[src/hw/rtl/tsq_pkg.sv]
// ----------------------------------------------------------------------------
// tsq_pkg
// Shared widths, codes and transaction types for the two-stack queue.
// ----------------------------------------------------------------------------
package tsq_pkg;

	localparam int STACK_DEPTH = 16;
	localparam int WORD_W      = 32;
	localparam int ADDR_W      = (STACK_DEPTH > 1) ? $clog2(STACK_DEPTH) : 1;
	localparam int CNT_W       = $clog2(STACK_DEPTH + 1);

	localparam logic [CNT_W-1:0] CNT_ONE  = CNT_W'(1);
	localparam logic [CNT_W-1:0] CNT_FULL = CNT_W'(STACK_DEPTH);
	localparam logic [CNT_W-1:0] CNT_ZERO = '0;

	// command codes
	localparam logic CMD_ENQUEUE = 1'b0;
	localparam logic CMD_DEQUEUE = 1'b1;

	// response status codes
	typedef logic [1:0] status_t;
	localparam status_t ST_ENQUEUED = 2'd0;
	localparam status_t ST_DEQUEUED = 2'd1;
	localparam status_t ST_EMPTY    = 2'd2;
	localparam status_t ST_FULL     = 2'd3;

	localparam logic signed [WORD_W-1:0] EMPTY_WORD = -32'sd1;
	localparam logic signed [WORD_W-1:0] ZERO_WORD  = '0;

	typedef struct packed {
		logic                     command;
		logic signed [WORD_W-1:0] item;
	} cmd_t;

	typedef struct packed {
		logic signed [WORD_W-1:0] item_out;
		status_t                  status;
	} rsp_t;

	// one write port and one read port of a stack memory
	typedef struct packed {
		logic              we;
		logic [ADDR_W-1:0] waddr;
		logic [WORD_W-1:0] wdata;
		logic              re;
		logic [ADDR_W-1:0] raddr;
	} ram_ctl_t;

endpackage

[src/hw/rtl/tsq_ram.sv]
// ----------------------------------------------------------------------------
// tsq_ram
// Simple dual-port synchronous RAM, one write and one registered read port.
// ----------------------------------------------------------------------------
module tsq_ram #(
	parameter int DEPTH  = 16,
	parameter int WIDTH  = 32,
	parameter int ADDR_W = (DEPTH > 1) ? $clog2(DEPTH) : 1
) (
	input  logic              clk,
	input  logic              we,
	input  logic [ADDR_W-1:0] waddr,
	input  logic [WIDTH-1:0]  wdata,
	input  logic              re,
	input  logic [ADDR_W-1:0] raddr,
	output logic [WIDTH-1:0]  rdata
);

	logic [WIDTH-1:0] mem [DEPTH];

	always_ff @(posedge clk) begin
		if (we) begin
			mem[waddr] <= wdata;
		end
	end

	always_ff @(posedge clk) begin
		if (re) begin
			rdata <= mem[raddr];
		end
	end

endmodule

[src/hw/rtl/tsq_seq.sv]
// ----------------------------------------------------------------------------
// tsq_seq
// Command sequencer: stack counters, transfer walk and response register.
// ----------------------------------------------------------------------------
module tsq_seq (
	input  logic                              clk,
	input  logic                              arst_n,
	input  logic                              cmd_valid,
	output logic                              cmd_stall,
	input  tsq_pkg::cmd_t                     cmd,
	output tsq_pkg::ram_ctl_t                 in_ctl,
	input  logic [tsq_pkg::WORD_W-1:0]        in_rdata,
	output tsq_pkg::ram_ctl_t                 out_ctl,
	input  logic [tsq_pkg::WORD_W-1:0]        out_rdata,
	output logic                              rsp_valid,
	input  logic                              rsp_stall,
	output tsq_pkg::rsp_t                     rsp
);

	localparam logic [1:0] S_IDLE = 2'd0;
	localparam logic [1:0] S_XFER = 2'd1;
	localparam logic [1:0] S_DEQ  = 2'd2;
	localparam logic [1:0] S_FIN  = 2'd3;

	logic [1:0]                    state_q;
	logic [tsq_pkg::CNT_W-1:0]     in_count_q;
	logic [tsq_pkg::CNT_W-1:0]     out_count_q;
	logic                          xfer_s1;
	tsq_pkg::rsp_t                 res_q;
	logic                          rsp_valid_q;
	tsq_pkg::rsp_t                 rsp_q;

	logic                          accept;
	logic                          is_enq;
	logic                          in_full;
	logic                          enq_wr;
	logic                          xfer_rd;
	logic                          deq_rd;
	logic                          rsp_load;
	logic [tsq_pkg::CNT_W-1:0]     in_dec;
	logic [tsq_pkg::CNT_W-1:0]     out_dec;

	assign cmd_stall = (state_q != S_IDLE);
	assign accept    = cmd_valid && (state_q == S_IDLE);
	assign is_enq    = (cmd.command == tsq_pkg::CMD_ENQUEUE);
	assign in_full   = (in_count_q == tsq_pkg::CNT_FULL);
	assign in_dec    = in_count_q - tsq_pkg::CNT_ONE;
	assign out_dec   = out_count_q - tsq_pkg::CNT_ONE;

	assign enq_wr  = accept && is_enq && !in_full;
	assign xfer_rd = (state_q == S_XFER) && (in_count_q != tsq_pkg::CNT_ZERO);
	// pop the output stack on a dequeue when it holds words, or once the last transferred word has landed
	assign deq_rd  = (accept && !is_enq && (out_count_q != tsq_pkg::CNT_ZERO)) ||
		((state_q == S_XFER) && (in_count_q == tsq_pkg::CNT_ZERO) && !xfer_s1);
	assign rsp_load = (state_q == S_FIN) && (!rsp_valid_q || !rsp_stall);

	always_comb begin
		in_ctl.we     = enq_wr;
		in_ctl.waddr  = in_count_q[tsq_pkg::ADDR_W-1:0];
		in_ctl.wdata  = cmd.item;
		in_ctl.re     = xfer_rd;
		in_ctl.raddr  = in_dec[tsq_pkg::ADDR_W-1:0];
		out_ctl.we    = xfer_s1;
		out_ctl.waddr = out_count_q[tsq_pkg::ADDR_W-1:0];
		out_ctl.wdata = in_rdata;
		out_ctl.re    = deq_rd;
		out_ctl.raddr = out_dec[tsq_pkg::ADDR_W-1:0];
	end

	always_ff @(posedge clk or negedge arst_n) begin
		if (!arst_n) begin
			state_q     <= S_IDLE;
			in_count_q  <= '0;
			out_count_q <= '0;
			xfer_s1     <= 1'b0;
			rsp_valid_q <= 1'b0;
		end else begin
			xfer_s1 <= xfer_rd;

			if (enq_wr) begin
				in_count_q <= in_count_q + tsq_pkg::CNT_ONE;
			end else if (xfer_rd) begin
				in_count_q <= in_dec;
			end

			if (xfer_s1) begin
				out_count_q <= out_count_q + tsq_pkg::CNT_ONE;
			end else if (deq_rd) begin
				out_count_q <= out_dec;
			end

			if (rsp_load) begin
				rsp_valid_q <= 1'b1;
			end else if (!rsp_stall) begin
				rsp_valid_q <= 1'b0;
			end

			case (state_q)
				S_IDLE: begin
					if (accept) begin
						if (is_enq || deq_rd) begin
							state_q <= is_enq ? S_FIN : S_DEQ;
						end else if (in_count_q != tsq_pkg::CNT_ZERO) begin
							state_q <= S_XFER;
						end else begin
							state_q <= S_FIN;
						end
					end
				end
				S_XFER: begin
					if (deq_rd) begin
						state_q <= S_DEQ;
					end
				end
				S_DEQ: begin
					state_q <= S_FIN;
				end
				S_FIN: begin
					if (rsp_load) begin
						state_q <= S_IDLE;
					end
				end
				default: begin
					state_q <= S_IDLE;
				end
			endcase
		end
	end

	// result payload, no reset needed
	always_ff @(posedge clk) begin
		if (accept) begin
			res_q.item_out <= is_enq ? tsq_pkg::ZERO_WORD : tsq_pkg::EMPTY_WORD;
			if (is_enq) begin
				res_q.status <= in_full ? tsq_pkg::ST_FULL : tsq_pkg::ST_ENQUEUED;
			end else begin
				res_q.status <= tsq_pkg::ST_EMPTY;
			end
		end else if (state_q == S_DEQ) begin
			res_q.item_out <= out_rdata;
			res_q.status   <= tsq_pkg::ST_DEQUEUED;
		end
		if (rsp_load) begin
			rsp_q <= res_q;
		end
	end

	assign rsp_valid = rsp_valid_q;
	assign rsp       = rsp_q;

endmodule

[src/hw/rtl/two_stack_queue_top.sv]
// A dequeue that finds the output stack empty first moves the input-stack words across.
// One command is in flight at a time; the next is accepted the cycle after the
// response enters the output register.
// The transfer moves one word a cycle, bound by the stack memories' read ports.
// arst_n clears both stack counts and the handshakes; memory contents are kept.
// ----------------------------------------------------------------------------
// two_stack_queue_top
// FIFO of signed words built from an input stack and an output stack.
// ----------------------------------------------------------------------------
module two_stack_queue_top (
	input  logic          clk,
	input  logic          arst_n,
	input  logic          cmd_valid,
	output logic          cmd_stall,
	input  tsq_pkg::cmd_t cmd,
	output logic          rsp_valid,
	input  logic          rsp_stall,
	output tsq_pkg::rsp_t rsp
);

	tsq_pkg::ram_ctl_t             in_ctl;
	tsq_pkg::ram_ctl_t             out_ctl;
	logic [tsq_pkg::WORD_W-1:0]    in_rdata;
	logic [tsq_pkg::WORD_W-1:0]    out_rdata;

	tsq_seq u_seq (
		.clk       (clk),
		.arst_n    (arst_n),
		.cmd_valid (cmd_valid),
		.cmd_stall (cmd_stall),
		.cmd       (cmd),
		.in_ctl    (in_ctl),
		.in_rdata  (in_rdata),
		.out_ctl   (out_ctl),
		.out_rdata (out_rdata),
		.rsp_valid (rsp_valid),
		.rsp_stall (rsp_stall),
		.rsp       (rsp)
	);

	tsq_ram #(
		.DEPTH (tsq_pkg::STACK_DEPTH),
		.WIDTH (tsq_pkg::WORD_W)
	) u_in_ram (
		.clk   (clk),
		.we    (in_ctl.we),
		.waddr (in_ctl.waddr),
		.wdata (in_ctl.wdata),
		.re    (in_ctl.re),
		.raddr (in_ctl.raddr),
		.rdata (in_rdata)
	);

	tsq_ram #(
		.DEPTH (tsq_pkg::STACK_DEPTH),
		.WIDTH (tsq_pkg::WORD_W)
	) u_out_ram (
		.clk   (clk),
		.we    (out_ctl.we),
		.waddr (out_ctl.waddr),
		.wdata (out_ctl.wdata),
		.re    (out_ctl.re),
		.raddr (out_ctl.raddr),
		.rdata (out_rdata)
	);

	// one command at a time: an accepted transaction blocks the next cycle
	a_busy_after_accept: assert property (@(posedge clk) disable iff (!arst_n)
		(cmd_valid && !cmd_stall) |=> cmd_stall)
		else $error("command accepted while previous one in progress");

	a_empty_word: assert property (@(posedge clk) disable iff (!arst_n)
		(rsp_valid && (rsp.status == tsq_pkg::ST_EMPTY)) |->
		(rsp.item_out == tsq_pkg::EMPTY_WORD))
		else $error("empty response without the empty word");

	a_enq_zero: assert property (@(posedge clk) disable iff (!arst_n)
		(rsp_valid && ((rsp.status == tsq_pkg::ST_ENQUEUED) ||
		(rsp.status == tsq_pkg::ST_FULL))) |-> (rsp.item_out == tsq_pkg::ZERO_WORD))
		else $error("enqueue response carries a nonzero word");

endmodule
[config.mk]
export PLATFORM = sky130hd
export DESIGN_NAME = two_stack_queue_top
export DESIGN_NICKNAME = d
export VERILOG_FILES = /design/src/hw/rtl/tsq_pkg.sv /design/src/hw/rtl/tsq_ram.sv /design/src/hw/rtl/tsq_seq.sv /design/src/hw/rtl/two_stack_queue_top.sv
export SDC_FILE = /design/constraint.sdc
export NUM_CORES = 1
export LEC_CHECK = 0
export ABC_AREA = 1
export ABC_CLOCK_PERIOD_IN_PS = 3900
export BUFFER_PORTS_ARGS = -buffer_cell sky130_fd_sc_hd__buf_2
export CAP_MARGIN = 20
export CELL_PAD_IN_SITES_DETAIL_PLACEMENT = 1
export CELL_PAD_IN_SITES_GLOBAL_PLACEMENT = 1
export CORE_MARGIN = 2
export CORE_UTILIZATION = 23
export DETAILED_ROUTE_END_ITERATION = 8
export HOLD_SLACK_MARGIN = 0.05
export PLACE_DENSITY = 0.39
export SYNTH_ARGS = -nofsm -noshare
export SYNTH_HDL_FRONTEND = slang
export SYNTH_SLANG_ARGS = --single-unit
[constraint.sdc]
create_clock -name clk -period 3.9 [get_ports clk]
set_input_delay 0.39 -clock clk [delete_from_list [all_inputs] [get_ports clk]]
set_output_delay 0.39 -clock clk [all_outputs]
set_load 0.05 [all_outputs]
==> qor.yml, run 1 <==
status:
  status: "completed"
worst_setup_path:
  cp.required_ns: 4.33
  timing.critical_path.mode_cell: "nand2_2"
  start_kind: "flip-flop"
  crit_path_max_fanout: 35
  critPathTopFamily: "simple AND/OR/NAND/NOR gates"
  worst-path-buf-inv: 3
  path_cells: "inv_1, ha_1, nand2_2, buf_4, nor2_1, nand2_1, nand2_2, buf_12"
  cpMaxStageDelayCell: "nand2_2"
  arrival_ns: 3.39
  critical_path.max_stage_delay_ns: 0.59
  crit_type: "flip-flop to flip-flop"
  end_kind: "flip-flop"
sta:
  hold_viol_final: 0
  hold_ws_ns: 0.1128
  drv_slew: 0
  rsz0062_at_grt: "no"
  skew_ns: 0.02027
  fin_crit_ns: 2.964
  fin_setup_tns_ns: 0
  fin_crit_sh: 0.7601
  relSlewSlack: 0.3138
  setup_viol: 0
  clock.fmax_mhz: 337.3
  tightestPinTransition_ns: 1.029
global_route:
  grt_pass1_wl_um: 219300
  antenna_found_initial: 6
  grt_max_degree: 152
  grt_pass1_vias: 29263
  gr-usage-all-layers: 0.1484
  grt_overflow: 0
clocking:
  htree_num_levels: 4
  cts_resized: 0
  root_buffer: "clkbuf_16"
  clkLatencyLatePin_ns: 0.77
  cts_sinks: 1170
  cts_buffers: 141
  clk_pin_slew_worst_paths_ns: 0.05
  clk_path_buf_depth: 3
  cts_tree: "yes"
yosys:
  synth.area.top_cells: "edfxtp_1 (75%), nor2_1 (6.6%), o21ai_0 (3.4%), o211ai_1 (3.1%), nand3_1 (2.9%)"
  synth-main-ff-cell: "edfxtp_1"
  synth_edf_count: 1156
  ys_ff_latch: 1170
  async_reset_ff_frac: 0.01197
  syn-num-nets: 3548
  synthesis.instances: 3497
  syn_avg_cell_area_um2: 13.15
  synth_top_area_frac: 0.7549
  synth_cell_types: 28
  syn-cell-area_um2: 45980
  yosysTopAreaCell: "edfxtp_1"
  ys_seq_area_frac: 0.7626
  yosys_warnings: 0
floorplan:
  start_util: 0.2308
  die_w_um: 451.1
  die_area_um2: 203500
  io-pin-count: 73
  placementRows: 164
  fp.dieH_um: 451.1
  coreArea_um2: 199200
pwr:
  power_per_cell_area_nw_per_um2: 898.7
  fin_total_pwr_uw: 48840
  p_leak_uw: 0.01772
  peakVddDrop_mv: 1.191
detailed_routing:
  wl_per_cell_um: 23.79
  first_pass_iters: 5
  drt-vias-per-instance: 4.385
  drt_iter0_drc: 1817
  route.detailed.drc: 0
  routed_wirelength_um: 151500
  vias: 27921
  antenna_left: 0
placed_design:
  io_buffers: 72
  dp_hpwl_um: 83030
  gp_congestion: 0.6970
  place_area_um2: 49860
finish:
  design_area_um2: 54350
  n_fill_cell: 21452
  drive_above_1_share: 0.1041
  multiInputGateArea_um2: 9729
  nets: 3658
  syn_to_final_growth_pct: 18.20
  layout.area.seq_um2: 35070
flow_run:
  cap_violations: 0
worst_hold_path:
  hold_path_class: "input port to flip-flop"
==> path summary, 6_finish.rpt <==
| check | from | to | slack, ns | cells after the start |
|---|---|---|---|---|
| max | u_seq.state_q[0]$_DFFE_PN0P_ | u_out_ram.rdata[7]$_DFFE_PP_ | 0.94 | 8 |
| min | cmd[11] | u_in_ram.mem[0][11]$_DFFE_PP_ | 0.11 | 1 |
| max reg2reg | u_seq.state_q[0]$_DFFE_PN0P_ | u_out_ram.rdata[7]$_DFFE_PP_ | 0.94 | 8 |
| min reg2reg | u_seq.res_q[25]$_DFFE_PP_ | u_seq.rsp[25]$_DFFE_PP_ | 0.42 | 0 |
| max in group asynchronous | arst_n | u_seq.in_count_q[0]$_DFFE_PN0P_ | 3.31 | 2 |
| min in group asynchronous | arst_n | u_seq.rsp_valid$_DFFE_PN0P_ | 0.14 | 2 |
==> worst register-to-register path, stage by stage, from the launching register on <==
cell and delay, ns:
dfrtp_1 0.41, inv_1 0.12, ha_1 0.23, nand2_2 0.07, buf_4 0.27, nor2_1 0.35, nand2_1 0.23, nand2_2 0.60
buf_12 0.31
==> state kept, by name, summed over array words and instances (netlist names) <==
register	cells
u_in_ram.mem	512
u_in_ram.rdata	32
u_out_ram.mem	512
u_out_ram.rdata	32
u_seq.in_count_q	5
u_seq.out_count_q	5
u_seq.res_q	34
u_seq.rsp	34
u_seq.rsp_valid	1
u_seq.state_q	2
u_seq.xfer_s1	1
==> layout make-up <==
type,instances,share of cell area
Sequential cell,1170,0.6453
Multi-Input combinational cell,2009,0.1790
Inverter,103,0.007482
Tap cell,2656,0.06114
Timing Repair Buffer,182,0.02956
Clock inverter,62,0.008425
Clock buffer,183,0.06899
Antenna cell,3,0.0001381
==> cells in the final DEF, fill, tap and decap left out, types with 3 or more instances in the layout <==
cell type      netlist  layout
dlygate4sd3_1        0      28
edfxtp_1          1156    1156
buf_4               35      54
clkinv_1             0      36
nand2_1            244     241
clkbuf_16            0     144
inv_1               92      89
clkinv_2             0      10
o211ai_1           192     192
o21ai_0            310     310
nor2_1             807     777
dfrtp_1             14      12
buf_2               97      72
nand3_1            268     268
inv_2               11      10
xor2_1               7       7
clkbuf_1            49      39
nor2_4               0      30
inv_6                0      11
ha_1                14      12
diode_2              0       3
buf_12               0      28
bufinv_16            0       6
o21ai_1            151     151
nand2_2              1       4
==> cells in the mapped netlist, types with 2 or more instances <==
cell type / number
edfxtp_1: 1156
nor2_1: 807
o21ai_0: 310
nand3_1: 268
nand2_1: 244
o211ai_1: 192
o21ai_1: 151
buf_2: 97
inv_1: 92
clkbuf_1: 49
buf_4: 35
buf_1: 24
dfrtp_1: 14
ha_1: 14
inv_2: 11
buf_6: 7
xor2_1: 7
a21oi_1: 3
clkbuf_2: 3
nand3_2: 2
or2_2: 2
xnor2_2: 2
xor2_2: 2
==> what timing repair did <==
item	in CTS	in global routing
buffers inserted	0	0
hold endpoints to repair	376	0
hold buffers	28	0
==> power by group <==
group	leakage (uW)	switching [uW]	total [uW]	internal [uW]
registers	0.0106	1450	17900	16500
logic	0.00506	13400	18500	5100
clock network	0.00204	5280	12400	7130
==> stage by stage <==
stage / std cells / setup WS (ns) / util
2_1_floorplan: 3497 / 0.3095 / -
6_report: 6368 / 0.9356 / 0.2728
3_3_place_gp: 6092 / 0.8752 / 0.2502
3_5_place_dp: 6092 / 0.7792 / 0.2502
4_1_cts: 6365 / 0.7708 / 0.2728
5_1_grt: 6366 / 0.6953 / 0.2728
==> kinds of logic (layout without fill, tap and decap cells) <==
logic type               after synthesis  count (layout)  synth area share
other                                  0               3                 0
buffers and inverters                318             530           0.03268
adder cells (fa/ha/maj)               14              14          0.003810
AND/OR/NAND/NOR                     1326            1326            0.1161
flip-flops                          1170            1170            0.7626
AO/OA/AOI/OAI                        658             658           0.08212
XOR/XNOR                              11              11          0.002748
==> metal layers <==
metal | vias to the layer above | share of wire | track usage
li1 | 12875 | - | -
met1 | 14513 | 0.48 | 0.2075
met2 | 367 | 0.47 | 0.2420
met3 | 166 | 0.030 | 0.02251
met4 | 0 | 0.018 | 0.03235
met5 | - | 0 | 0
(Power assumes the default switching activity.)
==> run 2: changes to the inputs <==
- ABC_AREA: 1 -> 0
- ABC_CLOCK_PERIOD_IN_PS: 3900 -> 2480
- PLACE_DENSITY: 0.39 -> 0.38
- clock period: 3.9 -> 2.48 ns (I/O delays scaled with it)
==> run 2 against run 1 <==
  * Non-clock buffer count rose by 76
  * Synthesized cell count fell by 49%
  * Clock power rose by 56%
  * Sequential power rose by 56%
==> qor.yml, run 2 <==
yosys:
  async_reset_ff_frac: 0.01197  # unchanged
  syn-num-nets: 1817  # -49%
  synthesis.instances: 1766  # -49%
  yosysMostFrequentCell: "edfxtp_1"
  syn_avg_cell_area_um2: 24.78  # +88%
  ys_seq_area_frac: 0.8014  # +0.03881
  syn-cell-area_um2: 43750  # -4.8%
  ys_ff_latch: 1170  # unchanged
  yosys_warnings: 0  # unchanged
  synth_edf_count: 1156  # unchanged
  synth_commonest_cells: "edfxtp_1 (1156), mux4_2 (320), nand2_1 (70)"
  synth_cell_types: 38  # +36%
  synth-main-ff-cell: "edfxtp_1"
  synth_top_area_frac: 0.7934  # +0.03843
  yosysTopAreaCell: "edfxtp_1"
  synth.area.top_cells: "edfxtp_1 (79%), mux4_2 (16%), dfrtp_1 (0.80%), nand2_1 (0.60%), clkbuf_1 (0.40%)"
sta:
  fin_setup_tns_ns: 0  # unchanged
  rsz0062_at_grt: "no"
  fin_crit_ns: 2.395  # -0.5693 ns
  relSlewSlack: 0.3864  # +0.07268
  tightestPinTransition_ns: 0.9173  # -0.1120 ns
  drv_slew: 0  # unchanged
  setup_ws_ns: 0.08497  # -0.8507 ns
  setup_viol: 0  # unchanged
  fin_crit_sh: 0.9657  # +0.2056
  skew_ns: 0.02336  # +0.003096 ns
  hold_viol_final: 0  # unchanged
  clock.fmax_mhz: 417.5  # +24%
floorplan:
  die_area_um2: 193700  # -4.8%
  die_w_um: 440.2  # -2.4%
  io-pin-count: 73  # unchanged
  start_util: 0.2308  # about the same
  placementRows: 160  # -2.4%
  fp.dieH_um: 440.2  # -2.4%
  coreArea_um2: 189600  # -4.9%
detailed_routing:
  antenna_left: 0  # unchanged
  wl_met3_um: 4019  # -11%
  routed_wirelength_um: 119800  # -21%
  first_pass_iters: 4  # -1
  route.detailed.drc: 0  # unchanged
  met1_length_um: 52740  # -28%
  route.met2.wl_um: 60590  # -15%
  vias: 19451  # -30%
  top_layer_used: "met4"
  drt-vias-per-instance: 4.141  # -5.6%
  drt_iter0_drc: 1474  # -19%
  wl_per_cell_um: 25.51  # +7.2%
placed_design:
  dp_slack_ns: -0.03720  # -0.8164 ns
  io_buffers: 72  # unchanged
  dp_hpwl_um: 68520  # -17%
  gp_congestion: 0.6881  # -1.3%
global_route:
  grt_overflow: 0  # unchanged
  gr-usage-all-layers: 0.1258  # -0.02262
  grt_max_degree: 36  # -76%
  grt_pass1_wl_um: 170200  # -22%
  antenna_found_initial: 10  # +4
  grt_pass1_vias: 22129  # -24%
clocking:
  htree_num_levels: 4  # unchanged
  cts_sinks: 1170  # unchanged
  cts_tree: "yes"
  clk_path_buf_depth: 3  # unchanged
  cts_buffers: 134  # -5.0%
  clk_pin_slew_worst_paths_ns: 0.06  # about the same
  root_buffer: "clkbuf_16"
  clkLatencyLatePin_ns: 0.77  # about the same
finish:
  layout_commonest_cell: "edfxtp_1"
  most-common-layout-cells: "edfxtp_1 (1156), mux4_2 (320), clkbuf_16 (140)"
  n_fill_cell: 18939  # -12%
  nets: 2127  # -42%
  largest_registers: "u_in_ram.mem x512, u_out_ram.mem x512"
  drive_above_1_share: 0.3572  # +0.2531
  syn_to_final_growth_pct: 23.30
pwr:
  power_per_cell_area_nw_per_um2: 1276  # +42%
  p_leak_uw: 0.01692  # -4.5%
  peakVddDrop_mv: 0.5788  # -51%
worst_setup_path:
  cpMaxStageDelayCell: "or4b_1"
  crit_path_max_fanout: 22  # -37%
  path_cells: "inv_4, ha_4, or4b_1, o32ai_4, buf_12, buf_12"
  start_kind: "flip-flop"
  cp.required_ns: 2.92  # -1.41 ns
  end_kind: "flip-flop"
  timing.critical_path.mode_cell: "buf_12"
  crit_type: "flip-flop to flip-flop"
  arrival_ns: 2.83  # -0.56 ns
  critical_path.max_stage_delay_ns: 0.55  # -0.04 ns
status:
  status: "completed"
worst_hold_path:
  hold_path_class: "input port to flip-flop"
flow_run:
  cap_violations: 0  # unchanged
[run 2: final cells by class]
class	count	area [um^2]	share of cell area
antenna	5	12.51	0.0002319
timing repair buffer	258	2879	0.05337
clock buffer	170	3615	0.06700
inverter	13	51.30	0.0009509
tap	2511	3142	0.05824
multi-input combinational	499	8557	0.1586
clock inverter	71	620.6	0.01150
sequential	1170	35070	0.6501
[run 2: metal layers]
layer / up-vias / track usage
met5: - / 0
met2: 329 / 0.2166
met4: 0 / 0.03430
met1: 10740 / 0.1619
met3: 181 / 0.02281
li1: 8201 / -
[run 2: repair_timing]
action / CTS / global route
pin swaps: 0 / 3
cloned: 0 / 1
endpoints found under the hold margin: 550 / 0
resized for setup: 1 / 3
setup buffers: 0 / 6
hold buffers: 37 / 0
endpoints found under the setup margin: 4 / 19
[run 2: final timing paths]
check / startpoint / slack (ns) / cells past startpoint / end
min: rsp_stall / 0.31 / 3 / u_seq.rsp_valid$_DFFE_PN0P_
max in group asynchronous: arst_n / 1.10 / 3 / u_seq.out_count_q[0]$_DFFE_PN0P_
min reg2reg: u_seq.res_q[10]$_DFFE_PP_ / 0.40 / 0 / u_seq.rsp[10]$_DFFE_PP_
max reg2reg: u_seq.in_count_q[0]$_DFFE_PN0P_ / 0.08 / 6 / u_out_ram.rdata[6]$_DFFE_PP_
min in group asynchronous: arst_n / 0.69 / 3 / u_seq.rsp_valid$_DFFE_PN0P_
max: u_seq.in_count_q[0]$_DFFE_PN0P_ / 0.08 / 6 / u_out_ram.rdata[6]$_DFFE_PP_
[run 2: worst max-delay path, delay by kind of cell, from the launching register on]
kind,cells,cell delay (ns)
simple gates,1,0.55
flops,1,0.51
fa+ha+maj,1,0.20
buf+inv,3,0.49
compound gates,1,0.27
[run 2: kinds of logic after synthesis]
family	after synthesis	synth area share
flip-flops	1170	0.8014
XOR/XNOR	11	0.002202
AO/OA/AOI/OAI	17	0.003060
buffers and inverters	97	0.009351
AND/OR/NAND/NOR	130	0.01364
multiplexers	327	0.1664
adder cells (fa/ha/maj)	14	0.004003
[run 2: power breakdown]
group / internal [uW] / switching (uW) / leakage (uW)
combinational: 10800 / 10900 / 0.00422
sequential: 25800 / 2100 / 0.0106
clock: 11300 / 8040 / 0.00209
total: 47800 / 21000 / 0.0169
[run 2: through the flow]
stage,total power (uW),hold WS (ns),instances,utilization,cell area (um^2)
global route,72240,0.2726,4693,0.2845,53940
detailed placement,50610,0.2317,4407,0.2598,49250
global placement,50290,0.2292,4407,0.2598,49250
floorplan,41650,-0.04759,1766,-,44160
finish,68820,0.3146,4697,0.2846,53950
CTS,70310,0.2336,4685,0.2841,53860
==> run 3: changes to the inputs <==
- ABC_CLOCK_PERIOD_IN_PS: 2480 -> 2600
- CAP_MARGIN: 20 -> 25
- PLACE_DENSITY: 0.38 -> 0.37
- clock period: 2.48 -> 2.6 ns (I/O delays scaled with it)
==> run 3 against run 2 <==
  * Clock skew down 0.0062 ns
  * Total power is 4.3% lower
  * Critical endpoint is now u_out_ram.rdata[8]$_DFFE_PP_
  * Sequential share of layout area about the same
  * Critical path depth down 1
  * Clock-buffer cell count shrank 6
==> qor.yml, run 3 (synthesis results as in run 2) <==
sta:
  hold_ws_ns: 0.3441  # +0.02952 ns
  tightestPinTransition_ns: 1.000  # +0.08314 ns
  relSlewSlack: 0.3330  # -0.05341
  fin_setup_tns_ns: 0  # unchanged
  setup_viol: 0  # unchanged
  drv_slew: 0  # unchanged
  fin_crit_sh: 0.9542  # -0.01157
  hold_viol_final: 0  # unchanged
  skew_ns: 0.01718  # -0.006180 ns
  setup_ws_ns: 0.1192  # +0.03421 ns
  clock.fmax_mhz: 403.1  # -3.5%
  fin_crit_ns: 2.481  # +0.08579 ns
  rsz0062_at_grt: "no"
worst_setup_path:
  arrival_ns: 2.97  # +0.14 ns
  start_kind: "flip-flop"
  crit_path_max_fanout: 42  # +91%
  cp.required_ns: 3.09  # +0.17 ns
  crit_type: "flip-flop to flip-flop"
  end_kind: "flip-flop"
detailed_routing:
  routed_wirelength_um: 122000  # +1.8%
  wl_met3_um: 4140  # +3.0%
  first_pass_iters: 7  # +3
  route.detailed.drc: 0  # unchanged
  top_layer_used: "met5"
  drt-vias-per-instance: 4.154  # +0.31%
  route.met2.wl_um: 61840  # +2.1%
  wl_per_cell_um: 26.02  # +2.0%
  vias: 19469  # +0.093%
  antenna_left: 0  # unchanged
  drt_iter0_drc: 1409  # -4.4%
  met1_length_um: 53190  # +0.86%
placed_design:
  io_buffers: 72  # unchanged
  gp_congestion: 0.6967  # +1.2%
  place_area_um2: 49200  # about the same
  dp_hpwl_um: 70340  # +2.7%
  dp_slack_ns: 0.1117  # +0.1489 ns
finish:
  layout_commonest_cell: "edfxtp_1"
  largest_registers: "u_in_ram.mem x512, u_out_ram.mem x512"
  drive_above_1_share: 0.3541  # -0.003095
  most-common-layout-cells: "edfxtp_1 (1156), mux4_2 (320), clkbuf_16 (140)"
  syn_to_final_growth_pct: 23.25  # about the same
  nets: 2112  # -0.71%
  design_area_um2: 53930  # about the same
status:
  status: "completed"
floorplan:
  fp.dieH_um: 440.2  # unchanged
  die_area_um2: 193700  # unchanged
  placementRows: 160  # unchanged
  coreArea_um2: 189600  # unchanged
  die_w_um: 440.2  # unchanged
  io-pin-count: 73  # unchanged
  start_util: 0.2308  # unchanged
global_route:
  grt_max_degree: 43  # +19%
  grt_pass1_vias: 21847  # -1.3%
  gr-usage-all-layers: 0.1275  # +0.001692
  grt_overflow: 0  # unchanged
  antenna_found_initial: 12  # +2
  grt_pass1_wl_um: 172100  # +1.1%
worst_hold_path:
  hold_path_class: "input port to flip-flop"
clocking:
  cts_sinks: 1170  # unchanged
  cts_buffers: 135  # +0.75%
  root_buffer: "clkbuf_16"
  clk_path_buf_depth: 3  # unchanged
  cts_resized: 0  # -1
  clkLatencyLatePin_ns: 0.76  # about the same
  cts_tree: "yes"
  clk_pin_slew_worst_paths_ns: 0.06  # about the same
  htree_num_levels: 4  # unchanged
pwr:
  p_leak_uw: 0.01687  # -0.32%
  fin_total_pwr_uw: 65880  # -4.3%
  power_per_cell_area_nw_per_um2: 1222  # -4.2%
  peakVddDrop_mv: 0.5987  # +3.4%
flow_run:
  cap_violations: 0  # unchanged
run 3: changes by cell type in the layout (fill, tap and decap cells not counted), moves of 2 or more:
cell	delta
diode_2	+2
clkinvlp_4	+6
clkbuf_1	-6
inv_6	+3
buf_4	-16
clkinv_2	-3
clkinv_8	-3
clkinv_1	+4
buf_12	+3
bufinv_16	+3
run 3: worst max-delay path, stage by stage, from the launching register on:
cell,delay (ns)
dfrtp_1,0.41
inv_1,0.15
ha_4,0.43
buf_12,0.28
mux4_2,0.38
mux4_2,0.49
run 3: through the flow:
step / utilization / std cells
3_3_place_gp: 0.2595 / 4398
4_1_cts: 0.2844 / 4680
3_5_place_dp: 0.2595 / 4398
6_report: 0.2845 / 4687
2_1_floorplan: - / 1766
5_1_grt: 0.2844 / 4682
run 3: what timing repair did:
action | in CTS | in global routing
hold endpoints to repair | 531 | 0
buffers inserted | 0 | 0
endpoints found under the setup margin | 0 | 0
hold buffers | 37 | 0
run 3: report_power, final:
group | total [uW] | switching [uW] | internal, uW
sequential | 26700 | 2110 | 24600
combinational | 20400 | 10300 | 10100
clock | 18700 | 7680 | 11100
total | 65900 | 20100 | 45800
run 3: worst paths after layout:
check / from / endpoint / slack [ns] / cells past startpoint
worst min-delay path: rsp_stall / u_seq.rsp_valid$_DFFE_PN0P_ / 0.34 / 3
min in group asynchronous: arst_n / u_seq.rsp_valid$_DFFE_PN0P_ / 0.68 / 3
worst max-delay path: u_seq.out_count_q[1]$_DFFE_PN0P_ / u_out_ram.rdata[8]$_DFFE_PP_ / 0.12 / 5
max in group asynchronous: arst_n / u_seq.out_count_q[0]$_DFFE_PN0P_ / 1.32 / 3
worst min register to register: u_seq.res_q[17]$_DFFE_PP_ / u_seq.rsp[17]$_DFFE_PP_ / 0.41 / 0
worst max register to register: u_seq.out_count_q[1]$_DFFE_PN0P_ / u_out_ram.rdata[8]$_DFFE_PP_ / 0.12 / 5
run 3: area by class of cell:
class	count	area, um^2
clock buffers	164	3603
clock inverters	81	733.2
multi-input cells	499	8543
fillers	18965	135700
flip-flops and latches	1170	35070
repair buffers	242	2768
diodes	7	17.52
well taps	2511	3142
inverters	13	51.30
run 3: routing by layer:
metal  up-vias  global-route usage
li1       8188                   -
met4         2             0.03690
met2       335              0.2186
met5         -                   0
met1     10763              0.1652
met3       181             0.02127
